File: src/tsrb_pkg.sv
// shared constants, types and weight table of the tilt-shift ring blur
package tsrb_pkg;

    localparam int MAX_WIDTH  = 1024;
    localparam int MAX_HEIGHT = 4096;
    localparam int STORE_ROWS = 9;
    localparam int ROM_DEPTH  = 256;

    localparam int COL_W  = $clog2(MAX_WIDTH);
    localparam int ROW_W  = $clog2(MAX_HEIGHT);
    localparam int WID_W  = COL_W + 1;
    localparam int HGT_W  = ROW_W + 1;
    localparam int SLOT_W = $clog2(STORE_ROWS);
    localparam int IDX_W  = $clog2(ROM_DEPTH);
    localparam int PIX_W  = 8;
    localparam int WT_W   = 17;
    localparam int Z_W    = 16;
    localparam int ZREM_W = HGT_W + Z_W;
    localparam int PROD_W = PIX_W + WT_W;
    localparam int ACC_W  = 30;
    localparam int CNT_W  = 23;
    localparam int WIN    = 8;

    localparam logic [WID_W-1:0] WIDTH_RESET  = WID_W'(640);
    localparam logic [HGT_W-1:0] HEIGHT_RESET = HGT_W'(480);

    // configuration register indexes
    localparam logic REG_WIDTH  = 1'b0;
    localparam logic REG_HEIGHT = 1'b1;

    typedef struct packed {
        logic                take;
        logic                zdiv_init;
        logic                zdiv_step;
        logic [3:0]          zbit;
        logic                idx_en;
        logic                rom_en;
        logic                w2_en;
        logic                w3_en;
        logic                w4_en;
        logic                rd_en;
        logic [2:0]          rd_col;
        logic                cdiv_init;
        logic                cdiv_step;
        logic [2:0]          cbit;
        logic                finish;
    } tsrb_cmd_t;

    typedef struct packed {
        logic emit_req;
    } tsrb_sts_t;

    typedef logic [WT_W-1:0] weight_rom_t [ROM_DEPTH];

    // b = t^2.5 in q1.16, built at elaboration
    function automatic weight_rom_t build_weight_rom();
        weight_rom_t     rom;
        longint unsigned t;
        longint unsigned c;
        longint unsigned v;
        longint unsigned r;
        longint unsigned bt;
        for (int i = 0; i < ROM_DEPTH; i++)
        begin
            t  = (longint'(i) << 16) / (ROM_DEPTH - 1);
            c  = (((t * t) >> 16) * t) >> 16;
            v  = c << 16;
            r  = 0;
            bt = 64'h4000_0000_0000_0000;
            while (bt > v)
                bt = bt >> 2;
            while (bt != 0)
            begin
                if (v >= r + bt)
                begin
                    v = v - (r + bt);
                    r = (r >> 1) + bt;
                end
                else
                    r = r >> 1;
                bt = bt >> 2;
            end
            rom[i] = WT_W'((t * r) >> 16);
        end
        return rom;
    endfunction

    localparam weight_rom_t WEIGHT_ROM = build_weight_rom();

endpackage

File: src/tsrb_ctrl.sv
// sequencer of the tilt-shift ring blur
module tsrb_ctrl (
    input  logic                clk,
    input  logic                rst_n,
    input  logic                in_valid,
    output logic                in_ready,
    output logic                out_valid,
    input  logic                out_ready,
    input  tsrb_pkg::tsrb_sts_t sts,
    output tsrb_pkg::tsrb_cmd_t cmd
);
    import tsrb_pkg::*;

    typedef enum logic [10:0] {
        S_IDLE  = 11'b000_0000_0001,
        S_ZDIV  = 11'b000_0000_0010,
        S_IDX   = 11'b000_0000_0100,
        S_ROM   = 11'b000_0000_1000,
        S_W2    = 11'b000_0001_0000,
        S_W3    = 11'b000_0010_0000,
        S_W4    = 11'b000_0100_0000,
        S_SWEEP = 11'b000_1000_0000,
        S_FLUSH = 11'b001_0000_0000,
        S_CDIV  = 11'b010_0000_0000,
        S_DONE  = 11'b100_0000_0000
    } state_t;

    state_t     state_reg, state_next;
    logic [3:0] step_reg, step_next;
    logic       ovld_reg, ovld_next;

    assign in_ready  = (state_reg == S_IDLE);
    assign out_valid = ovld_reg;

    always_comb
    begin
        state_next = state_reg;
        step_next  = step_reg + 4'd1;
        cmd        = '0;
        case (state_reg)
            S_IDLE:
            begin
                step_next = '0;
                cmd.take  = in_valid;
                if (in_valid && sts.emit_req)
                begin
                    cmd.zdiv_init = 1'b1;
                    state_next    = S_ZDIV;
                end
            end
            S_ZDIV:
            begin
                cmd.zdiv_step = 1'b1;
                cmd.zbit      = 4'd15 - step_reg;
                if (step_reg == 4'd15)
                begin
                    step_next  = '0;
                    state_next = S_IDX;
                end
            end
            S_IDX:
            begin
                cmd.idx_en = 1'b1;
                state_next = S_ROM;
            end
            S_ROM:
            begin
                cmd.rom_en = 1'b1;
                state_next = S_W2;
            end
            S_W2:
            begin
                cmd.w2_en  = 1'b1;
                state_next = S_W3;
            end
            S_W3:
            begin
                cmd.w3_en  = 1'b1;
                state_next = S_W4;
            end
            S_W4:
            begin
                cmd.w4_en  = 1'b1;
                step_next  = '0;
                state_next = S_SWEEP;
            end
            S_SWEEP:
            begin
                cmd.rd_en  = 1'b1;
                cmd.rd_col = step_reg[2:0];
                if (step_reg == 4'd7)
                begin
                    step_next  = '0;
                    state_next = S_FLUSH;
                end
            end
            S_FLUSH:
            begin
                if (step_reg == 4'd2)
                begin
                    step_next  = '0;
                    state_next = S_CDIV;
                end
            end
            S_CDIV:
            begin
                if (step_reg == 4'd0)
                    cmd.cdiv_init = 1'b1;
                else
                begin
                    cmd.cdiv_step = 1'b1;
                    cmd.cbit      = 3'(4'd8 - step_reg);
                end
                if (step_reg == 4'd8)
                    state_next = S_DONE;
            end
            S_DONE:
            begin
                if (!ovld_reg || out_ready)
                begin
                    cmd.finish = 1'b1;
                    state_next = S_IDLE;
                end
            end
            default:
            begin
                state_next = S_IDLE;
            end
        endcase
    end

    always_comb
    begin
        ovld_next = ovld_reg;
        if (cmd.finish)
            ovld_next = 1'b1;
        else if (out_ready)
            ovld_next = 1'b0;
    end

    always_ff @(posedge clk or negedge rst_n)
    begin
        if (!rst_n)
        begin
            state_reg <= S_IDLE;
            step_reg  <= '0;
            ovld_reg  <= 1'b0;
        end
        else
        begin
            state_reg <= state_next;
            step_reg  <= step_next;
            ovld_reg  <= ovld_next;
        end
    end

endmodule

File: config.mk
export PLATFORM = sky130hd
export DESIGN_NAME = tsrb_ctrl
export DESIGN_NICKNAME = d
export VERILOG_FILES = /design/src/tsrb_pkg.sv /design/src/tsrb_ctrl.sv
export SDC_FILE = /design/constraint.sdc
export NUM_CORES = 1
export LEC_CHECK = 0
export ABC_AREA = 1
export BUFFER_PORTS_ARGS = -buffer_cell sky130_fd_sc_hd__buf_2
export CAP_MARGIN = 20
export CORE_MARGIN = 2
export CORE_UTILIZATION = 56
export CTS_CLUSTER_SIZE = 16
export DETAILED_ROUTE_END_ITERATION = 10
export GPL_ROUTABILITY_DRIVEN = 1
export GPL_TIMING_DRIVEN = 1
export PLACE_DENSITY_LB_ADDON = 0.1
export SYNTH_ARGS = -nofsm -noshare
export SYNTH_HDL_FRONTEND = slang
export SYNTH_SLANG_ARGS = --single-unit
File: constraint.sdc
create_clock -name clk -period 4 [get_ports clk]
set_clock_uncertainty 0.2 [all_clocks]
set_input_delay 0.8 -clock clk [delete_from_list [all_inputs] [get_ports clk]]
set_output_delay 0.8 -clock clk [all_outputs]
set_load 0.01 [all_outputs]
==> impl_metrics.toml, run 1 <==
[status]
outcome = "finished, final reports clean"

[clocking]
cts_setup_buffers = 0
clkLatencyLatePin_ps = 300
cts_max_level = 1
root_buffer = "clkbuf_4"
cts_inserted_buffers = 3
cts_hold_buf = 0
clock-sinks = 16
clock_path_buffers = 2
cts.clk_slew.worst_paths_ps = 100
post_cts_resized = 0
cts_tree = "done"

[synth]
syn_inst = 160
synthTopCellsByArea = "dfrtp_1 (33%), nor2_1 (11%), nand2_1 (9.7%)"
yosysTopAreaCellShare_pct = 33.4
synth.yosys.seq_area_share_pct = 35.7
syn_nets = 168
yosysUniqueCellTypes = 23
netlist_area_sq_mm = 0.00112
yosysTopAreaCell = "dfrtp_1"
yosys_warnings = 0
synth_seq_cells = 16
avgSynthCellArea_sq_um = 7.02

[drt]
drt_iter0_markers = 37
drc = 0
first_pass_iters = 4
met2_length_um = 1240
met3_length_um = 126
ant_nets = 0
vias_per_cell = 5.02
top_layer_used = "met4"
postRouteWirelength_um = 2490
vias = 1089
drt-met1-wl_um = 1060
detail_route.wl_per_cell_um = 11.5

[cells_and_area]
area_growth_syn_to_layout_pct = 17.0
finalNetCount = 199
largest_reg_flops = 11
antennaDiodeCount = 0
drive_above_1_share_pct = 26.8
design_area_sq_mm = 0.00132
fill_cells = 162
postLayoutCoreUtil_pct = 68.4

[worst_setup_path]
slowest_stage = "dfrtp_1"
critPathLaunchType = "register"
worst-path-max-fanout = 6
r2r_end = "state_reg[1]"
cp_data_arrival_time_ps = 1980
worstSetupPathType = "register to output pin"
reg2reg_slack_ps = 2100
slowest_delay_ps = 440
crit_chain = "inv_1 > ha_1 > inv_1 > nor2_1 > nand2_1 > nand3_1 > nand2_1 > nor2_2 > nand2_4 > nor2_1 > buf_2"
critPathCaptureType = "output pin"
worst-endpoint-required_ps = 3000
timing.rr.start = "step_reg[0]"
rr_worst_depth = 10

[sta]
drv_slew = 0
period_needed_ps = 2980
rsz0062_at_grt = "no"
max_slew_margin_pct = 70.3
hold_viol_final = 0
setup_viol = 0
worst_slew_pin_slew_ps = 442
period_share_pct = 74.4
setup_tns_ps = 0
max_clock_freq_mhz = 336

[floorplanning]
die-area_sq_mm = 0.00238
initial_utilization_pct = 58.5
num_rows = 16
io_pins = 29
fp.dieW_um = 48.8
core-area_sq_mm = 0.00192
die-height_um = 48.8

[placement]
port_buffers = 28
gp_congestion = 0.915
dp_hpwl_um = 1940
place_area_sq_mm = 0.00128

[grt]
antenna_found_initial = 0
grt_pass1_wl_um = 4600
grt_pass1_vias = 1077
track_usage_pct = 24.5
grt_start_max_net_pins = 17
grt-ovfl-total = 0

[min_path]
hold_class = "primary input to asynchronous set/reset pin"

[pwr]
power_density_mw_per_mm2 = 574
leakage_nw = 0.792
ir_drop_v = 0.000329

[run]
drv_cap = 0
-- cell families (layout without fill, tap and decap cells) --
family / Yosys count / count (layout) / synth area share, %
simple gates: 96 / 96 / 42.4
compound gates: 13 / 13 / 5.90
flops: 16 / 16 / 35.7
xor+xnor: 2 / 2 / 1.56
fa+ha+maj: 3 / 3 / 3.34
buf+inv: 30 / 60 / 11.0
-- report_power, final --
| group | switching (mW) | internal, mW | total (mW) |
|---|---|---|---|
| combinational | 0.270 | 0.138 | 0.409 |
| clock | 0.0540 | 0.0556 | 0.110 |
| sequential | 0.0384 | 0.198 | 0.237 |
-- cell usage in the layout, fill, tap and decap left out, drive strengths merged --
cell,netlist,routed
a31oi,1,1
nand2,36,36
dfrtp,15,15
nand3,12,12
nor3,7,7
nor2,40,40
buf,2,28
dfstp,1,1
clkbuf,0,4
xor2,1,1
a21oi,6,6
inv,28,28
xnor2,1,1
nor4,1,1
o21ai,6,6
ha,3,3
-- layer usage --
| layer | up-vias | GRT usage (%) |
|---|---|---|
| met2 | 39 | 43.2 |
| li1 | 552 | - |
| met3 | 9 | 3.07 |
| met5 | - | 0 |
| met4 | 0 | 10.5 |
| met1 | 489 | 30.0 |
-- worst max path at each step --
stage                start  endpoint  slack [ps]  depth (start not counted)
3_3_place_gp   step_reg[0]   cmd[20]        1460                         11
4_1_cts        step_reg[0]   cmd[20]        1040                         11
2_1_floorplan  step_reg[0]   cmd[20]        1570                         10
6_report       step_reg[0]   cmd[20]        1020                         11
3_5_place_dp   step_reg[0]   cmd[20]        1380                         11
5_1_grt        step_reg[0]   cmd[20]         790                         11
-- area by class of cell --
type	count	area (sq um)	area share, %
timing repair buffer	28	140	10.7
clock buffer	4	36.3	2.76
multi-input combinational	114	598	45.5
inverter	28	105	7.99
sequential	16	402	30.5
tap	27	33.8	2.57
-- per-stage QoR --
| step | std cells | setup slack [ps] | total power [mW] | hold slack [ps] |
|---|---|---|---|---|
| floorplan | 160 | 1570 | 0.549 | 266 |
| global placement | 213 | 1460 | 0.631 | 290 |
| detailed placement | 213 | 1380 | 0.642 | 303 |
| CTS | 217 | 1040 | 0.758 | 207 |
| global route | 217 | 787 | 0.830 | 222 |
| finish | 217 | 1020 | 0.755 | 197 |
-- worst max-delay path, delay by kind of cell, from the launching register on --
kind / cells / cell delay, ps
flops: 1 / 440
buf+inv: 3 / 310
fa+ha+maj: 1 / 180
simple gates: 7 / 770
-- cell usage after synthesis --
cell and count:
a21oi_1 6, a31oi_1 1, buf_4 1, buf_6 1, dfrtp_1 15, dfstp_2 1
ha_1 3, inv_1 26, inv_2 2, nand2_1 29, nand2_2 4, nand2_4 3
nand3_1 11, nand3_2 1, nor2_1 32, nor2_2 5, nor2_4 1, nor2_8 2
nor3_1 7, nor4_1 1, o21ai_0 6, xnor2_1 1, xor2_1 1
Power figures use the tool's default switching activity.
==> inputs of run 2 (changes only) <==
--- a/config.mk
+++ b/config.mk
@@ -9,7 +9,7 @@
 export BUFFER_PORTS_ARGS = -buffer_cell sky130_fd_sc_hd__buf_2
 export CAP_MARGIN = 20
 export CORE_MARGIN = 2
-export CORE_UTILIZATION = 56
+export CORE_UTILIZATION = 52
 export CTS_CLUSTER_SIZE = 16
 export DETAILED_ROUTE_END_ITERATION = 10
 export GPL_ROUTABILITY_DRIVEN = 1
==> constraint.sdc (replaced) <==
create_clock -name clk -period 2.8 [get_ports clk]
set_clock_uncertainty 0.2 [all_clocks]
set_input_delay 0.56 -clock clk [delete_from_list [all_inputs] [get_ports clk]]
set_output_delay 0.56 -clock clk [all_outputs]
set_load 0.01 [all_outputs]
==> impl_metrics.toml, run 2 (synthesis results as in run 1) <==
[status]
outcome = "finished, final reports clean"

[pwr]
leakage_nw = 0.811
power_density_mw_per_mm2 = 840
ir_drop_v = 0.000440
finalPower_mw = 1.15

[worst_setup_path]
worst-endpoint-required_ps = 2040
worst-path-max-fanout = 6
worstSetupPathType = "register to output pin"
critPathCaptureType = "output pin"
cp_data_arrival_time_ps = 1930
critPathLaunchType = "register"

[cells_and_area]
layout_commonest_cell = "nor2_1"
largest_reg_flops = 11
fill_cells = 167
drive_above_1_share_pct = 32.3
final_cell_mix = "nor2_1 (30), nand2_1 (29), buf_2 (28)"
design_area_sq_mm = 0.00137
finalNetCount = 204
area_growth_syn_to_layout_pct = 21.9
antennaDiodeCount = 0

[sta]
fin_ws_ps = 113
drv_slew = 0
period_share_pct = 96.0
setup_tns_ps = 0
max_slew_margin_pct = 68.0
period_needed_ps = 2690
max_clock_freq_mhz = 372
hold_viol_final = 0
setup_viol = 0
worst_slew_pin_slew_ps = 477
whs_ps = 260

[clocking]
clock_path_buffers = 2
cts_inserted_buffers = 3
clock-sinks = 16
clkLatencyLatePin_ps = 290
cts_tree = "done"
cts_max_level = 1
cts.clk_slew.worst_paths_ps = 100
root_buffer = "clkbuf_4"

[floorplanning]
core-area_sq_mm = 0.00200
fp.dieW_um = 50.5
num_rows = 16
die-area_sq_mm = 0.00255
io_pins = 29
initial_utilization_pct = 56.1
die-height_um = 50.5

[placement]
port_buffers = 28
gp_congestion = 0.869
place_area_sq_mm = 0.00128
dp_slack_ps = 400
dp_hpwl_um = 1990

[grt]
grt-ovfl-total = 0
antenna_found_initial = 0
grt_pass1_wl_um = 4600
grt_start_max_net_pins = 17
track_usage_pct = 23.6
grt_pass1_vias = 1064

[drt]
vias_per_cell = 4.88
ant_nets = 0
drt_iter0_markers = 28
drc = 0
first_pass_iters = 4
vias = 1084
postRouteWirelength_um = 2650
detail_route.wl_per_cell_um = 11.9

[run]
drv_cap = 0

[min_path]
hold_class = "primary input to register"
run 2: cell types whose count changed in the layout (fill, tap and decap cells not counted), sizes merged:
cell and change:
buf +4, dlygate4sd3 +1
run 2: metrics by stage:
stage          utilization (%)  instances
2_1_floorplan                -        160
3_3_place_gp              63.9        213
3_5_place_dp              63.9        213
4_1_cts                   66.2        218
5_1_grt                   68.4        222
6_report                  68.4        222
run 2: power by group:
group / switching, mW / internal (mW)
combinational: 0.417 / 0.241
sequential: 0.0500 / 0.286
clock: 0.0771 / 0.0793
run 2: path summary, 6_finish.rpt:
kind | from | end | slack [ps] | depth (start not counted)
min in group asynchronous | rst_n | state_reg[3] | 500 | 2
hold / removal | out_ready | out_valid | 260 | 2
hold reg to reg | out_valid | out_valid | 340 | 2
max in group asynchronous | rst_n | state_reg[0] | 1590 | 2
setup reg to reg | step_reg[1] | state_reg[9] | 870 | 10
setup / recovery | step_reg[1] | cmd[20] | 110 | 11
run 2: what timing repair did:
item | 4_1_cts | 5_1_grt
setup buffers | 0 | 4
hold endpoints to repair | 15 | 0
gates resized for setup | 0 | 8
hold buffers | 1 | 0
endpoints found under the setup margin | 0 | 1
run 2: final cells by class:
type	count	area [sq um]	share of cell area [%]
Sequential cell	16	404	29.5
Tap cell	27	33.8	2.47
Clock buffer	4	36.3	2.65
Inverter	28	105	7.67
Multi-Input combinational cell	114	611	44.6
Timing Repair Buffer	33	180	13.2
run 2: layer usage:
metal | up-vias | wire length (um) | GRT usage (%)
li1 | 562 | - | -
met1 | 481 | 1200 | 29.4
met2 | 34 | 1290 | 39.9
met3 | 7 | 106 | 3.87
met4 | 0 | 51 | 10.8
met5 | - | 0 | 0
run 2: worst max-delay path, stage by stage, from the launching register on:
cell and delay (ps):
dfrtp_2 440, inv_2 80, ha_2 190, inv_1 70
nor2_2 150, nand2_1 100, nand3_2 100, nand2_1 70
nor2_2 150, nand2_4 80, nor2_2 80, buf_2 130
==> inputs of run 3 (changes only) <==
--- a/config.mk
+++ b/config.mk
@@ -5,16 +5,16 @@
 export SDC_FILE = /design/constraint.sdc
 export NUM_CORES = 1
 export LEC_CHECK = 0
-export ABC_AREA = 1
 export BUFFER_PORTS_ARGS = -buffer_cell sky130_fd_sc_hd__buf_2
 export CAP_MARGIN = 20
 export CORE_MARGIN = 2
-export CORE_UTILIZATION = 52
+export CORE_UTILIZATION = 51
 export CTS_CLUSTER_SIZE = 16
 export DETAILED_ROUTE_END_ITERATION = 10
 export GPL_ROUTABILITY_DRIVEN = 1
 export GPL_TIMING_DRIVEN = 1
 export PLACE_DENSITY_LB_ADDON = 0.1
+export SLEW_MARGIN = 20
 export SYNTH_ARGS = -nofsm -noshare
 export SYNTH_HDL_FRONTEND = slang
 export SYNTH_SLANG_ARGS = --single-unit
==> impl_metrics.toml, run 3 <==
[status]
outcome = "finished, final reports clean"

[grt]
grt_pass1_wl_um = 4420
grt-ovfl-total = 0
antenna_found_initial = 0
grt_start_max_net_pins = 17
track_usage_pct = 22.8
grt_pass1_vias = 1009

[floorplanning]
initial_utilization_pct = 55.3
core-area_sq_mm = 0.00200
die-area_sq_mm = 0.00256
io_pins = 29
fp.dieW_um = 50.6
die-height_um = 50.6
num_rows = 16

[drt]
first_pass_iters = 4
detail_route.wl_per_cell_um = 13.9
drt_iter0_markers = 30
vias_per_cell = 5.76
postRouteWirelength_um = 2650
ant_nets = 0
vias = 1100
drc = 0

[min_path]
holdPathEnd = "step_reg[0]"
holdPathStages = 1
min_from = "step_reg[0]"
hold_class = "register to register"

[synth]
avgSynthCellArea_sq_um = 8.64
yosysTopAreaCell = "dfrtp_1"
synth_compound_area_share_pct = 13.0
syn_nets = 136
synthTopCellsByCount = "nor2_1 (17), dfrtp_1 (15), nor3b_1 (8), inv_1 (7)"
async_reset_ff_share_pct = 100
synth-adder-area-share_pct = 3.39
synth-simple-area-share_pct = 36.5
synthTopCellsByArea = "dfrtp_1 (34%), nor2_1 (5.8%), nor3b_1 (5.4%)"
netlist_area_sq_mm = 0.00111
syn_inst = 128
synth_edf_count = 0
yosys_warnings = 0
synth_seq_cells = 16
synth.yosys.seq_area_share_pct = 36.3
synth.most_common_cell = "nor2_1"
synth_top_family_by_area = "simple AND/OR/NAND/NOR gates"
synth_mux_area_share_pct = 0
yosysTopAreaCellShare_pct = 33.9
yosysUniqueCellTypes = 44
synth_top_flop_cell = "dfrtp_1"
yosys.area_share.xor_xnor_pct = 3.96

[worst_setup_path]
timing.rr.start = "state_reg[5]"
reg2reg_slack_ps = 550
cp_data_arrival_time_ps = 2030
slowest_delay_ps = 420
worstSetupPathType = "register to output pin"
r2r_end = "step_reg[3]"
rr_worst_depth = 7
critPathCaptureType = "output pin"
slowest_stage = "dfrtp_1"
worst-endpoint-required_ps = 2040
crit_chain = "buf_4 > buf_4 > nor4b_1 > and3_1 > inv_1 > nor2_1 > buf_2"
worst-path-max-fanout = 5
critPathLaunchType = "register"
crit_top_cell = "buf_4"

[clocking]
cts_inserted_buffers = 3
clock_path_buffers = 2
cts.clk_slew.worst_paths_ps = 100
root_buffer = "clkbuf_4"
cts_tree = "done"
clkLatencyLatePin_ps = 280
clock-sinks = 16
cts_max_level = 1

[placement]
place_area_sq_mm = 0.00127
dp_hpwl_um = 1920
port_buffers = 28
gp_congestion = 0.872
dp_slack_ps = 129

[sta]
rsz0062_at_grt = "yes"
worst_slew_pin_slew_ps = 426
setup_viol = 0
max_clock_freq_mhz = 358
drv_slew = 0
fin_ws_ps = 8.16
hold_viol_final = 0
period_share_pct = 99.7
period_needed_ps = 2790
max_slew_margin_pct = 71.2

[cells_and_area]
design_area_sq_mm = 0.00143
fill_cells = 163
multiInputGateArea_sq_um = 687
layout_commonest_cell = "buf_2"
area_growth_syn_to_layout_pct = 29.4
drive_above_1_share_pct = 42.7
seq_area_sq_um = 408
largest_reg_flops = 11
final_cell_mix = "buf_2 (28), nor2_1 (15), buf_4 (12)"
finalNetCount = 173
antennaDiodeCount = 0

[pwr]
ir_drop_v = 0.000630
power_density_mw_per_mm2 = 748
leakage_nw = 0.707

[run]
drv_cap = 0
==> run 3: changes by cell type in the layout (fill, tap and decap cells not counted), moves of 4 or more <==
cell / previous run / this run
nand2_1: 29 / 4
inv_2: 4 / 0
inv_1: 24 / 7
nor2_1: 30 / 15
a21oi_1: 6 / 1
nand2b_1: 0 / 5
nor3b_1: 0 / 6
buf_4: 4 / 12
nor2_2: 7 / 2
nand3_1: 10 / 3
==> run 3: worst max path at each step <==
| stage | from | to | slack, ps |
|---|---|---|---|
| after floorplan | state_reg[2] | cmd[2] | 2 |
| after global placement | state_reg[4] | cmd[13] | 190 |
| after detailed placement | state_reg[4] | cmd[13] | 130 |
| after CTS | state_reg[7] | cmd[14] | -50 |
| after global routing | state_reg[5] | cmd[6] | -120 |
| final | state_reg[5] | cmd[7] | 8 |
==> run 3: what timing repair did <==
item                                    4_1_cts  5_1_grt
endpoints found under the setup margin       10       18
pin swaps                                     3        2
gates resized for setup                       6       12
endpoints found under the hold margin        15        0
hold buffers                                  1        0
setup buffers                                 6        1
==> run 3: area by class of cell <==
class                      instances  share of cell area [%]
inverter                           7                    1.84
clock buffer                       4                    2.53
sequential                        16                    28.5
multi-input combinational         96                    48.0
timing repair buffer              41                    16.8
tap                               27                    2.36
==> run 3: layer usage <==
metal  up-vias  GRT usage, %  part of all wire [%]
met1       530          29.0                    46
met5         -             0                     0
met4         0          7.21                     0
met2        43          39.0                    48
met3         0          4.17                   6.3
li1        527             -                     -
==> run 3: power breakdown <==
part	switching (mW)	internal [mW]
clock	0.0772	0.0791
combinational	0.294	0.266
sequential	0.0737	0.281
total	0.445	0.626
==> run 3: critical path, delay by kind of cell (launching register included) <==
kind                   cells  cell delay (ps)
buffers and inverters      4              520
DFF                        1              420
and+or+nand+nor            3              820
==> run 3: logic make-up (layout without fill, tap and decap cells) <==
| group | count (synthesis) | in the layout |
|---|---|---|
| flops | 16 | 16 |
| fa+ha+maj | 3 | 3 |
| simple gates | 68 | 68 |
| buf+inv | 16 | 52 |
| xor+xnor | 5 | 5 |
| compound gates | 20 | 20 |
==> run 3: through the flow <==
step	util (%)	TNS [ps]	power [mW]	std cells	hold WS, ps
final	71.5	0	1.07	191	310
after global routing	71.5	-708	1.16	191	356
after CTS	69.3	-125	1.03	190	315
after detailed placement	63.4	0	0.842	179	293
after global placement	63.4	0	0.822	179	289
after floorplan	-	0	0.692	128	64.4
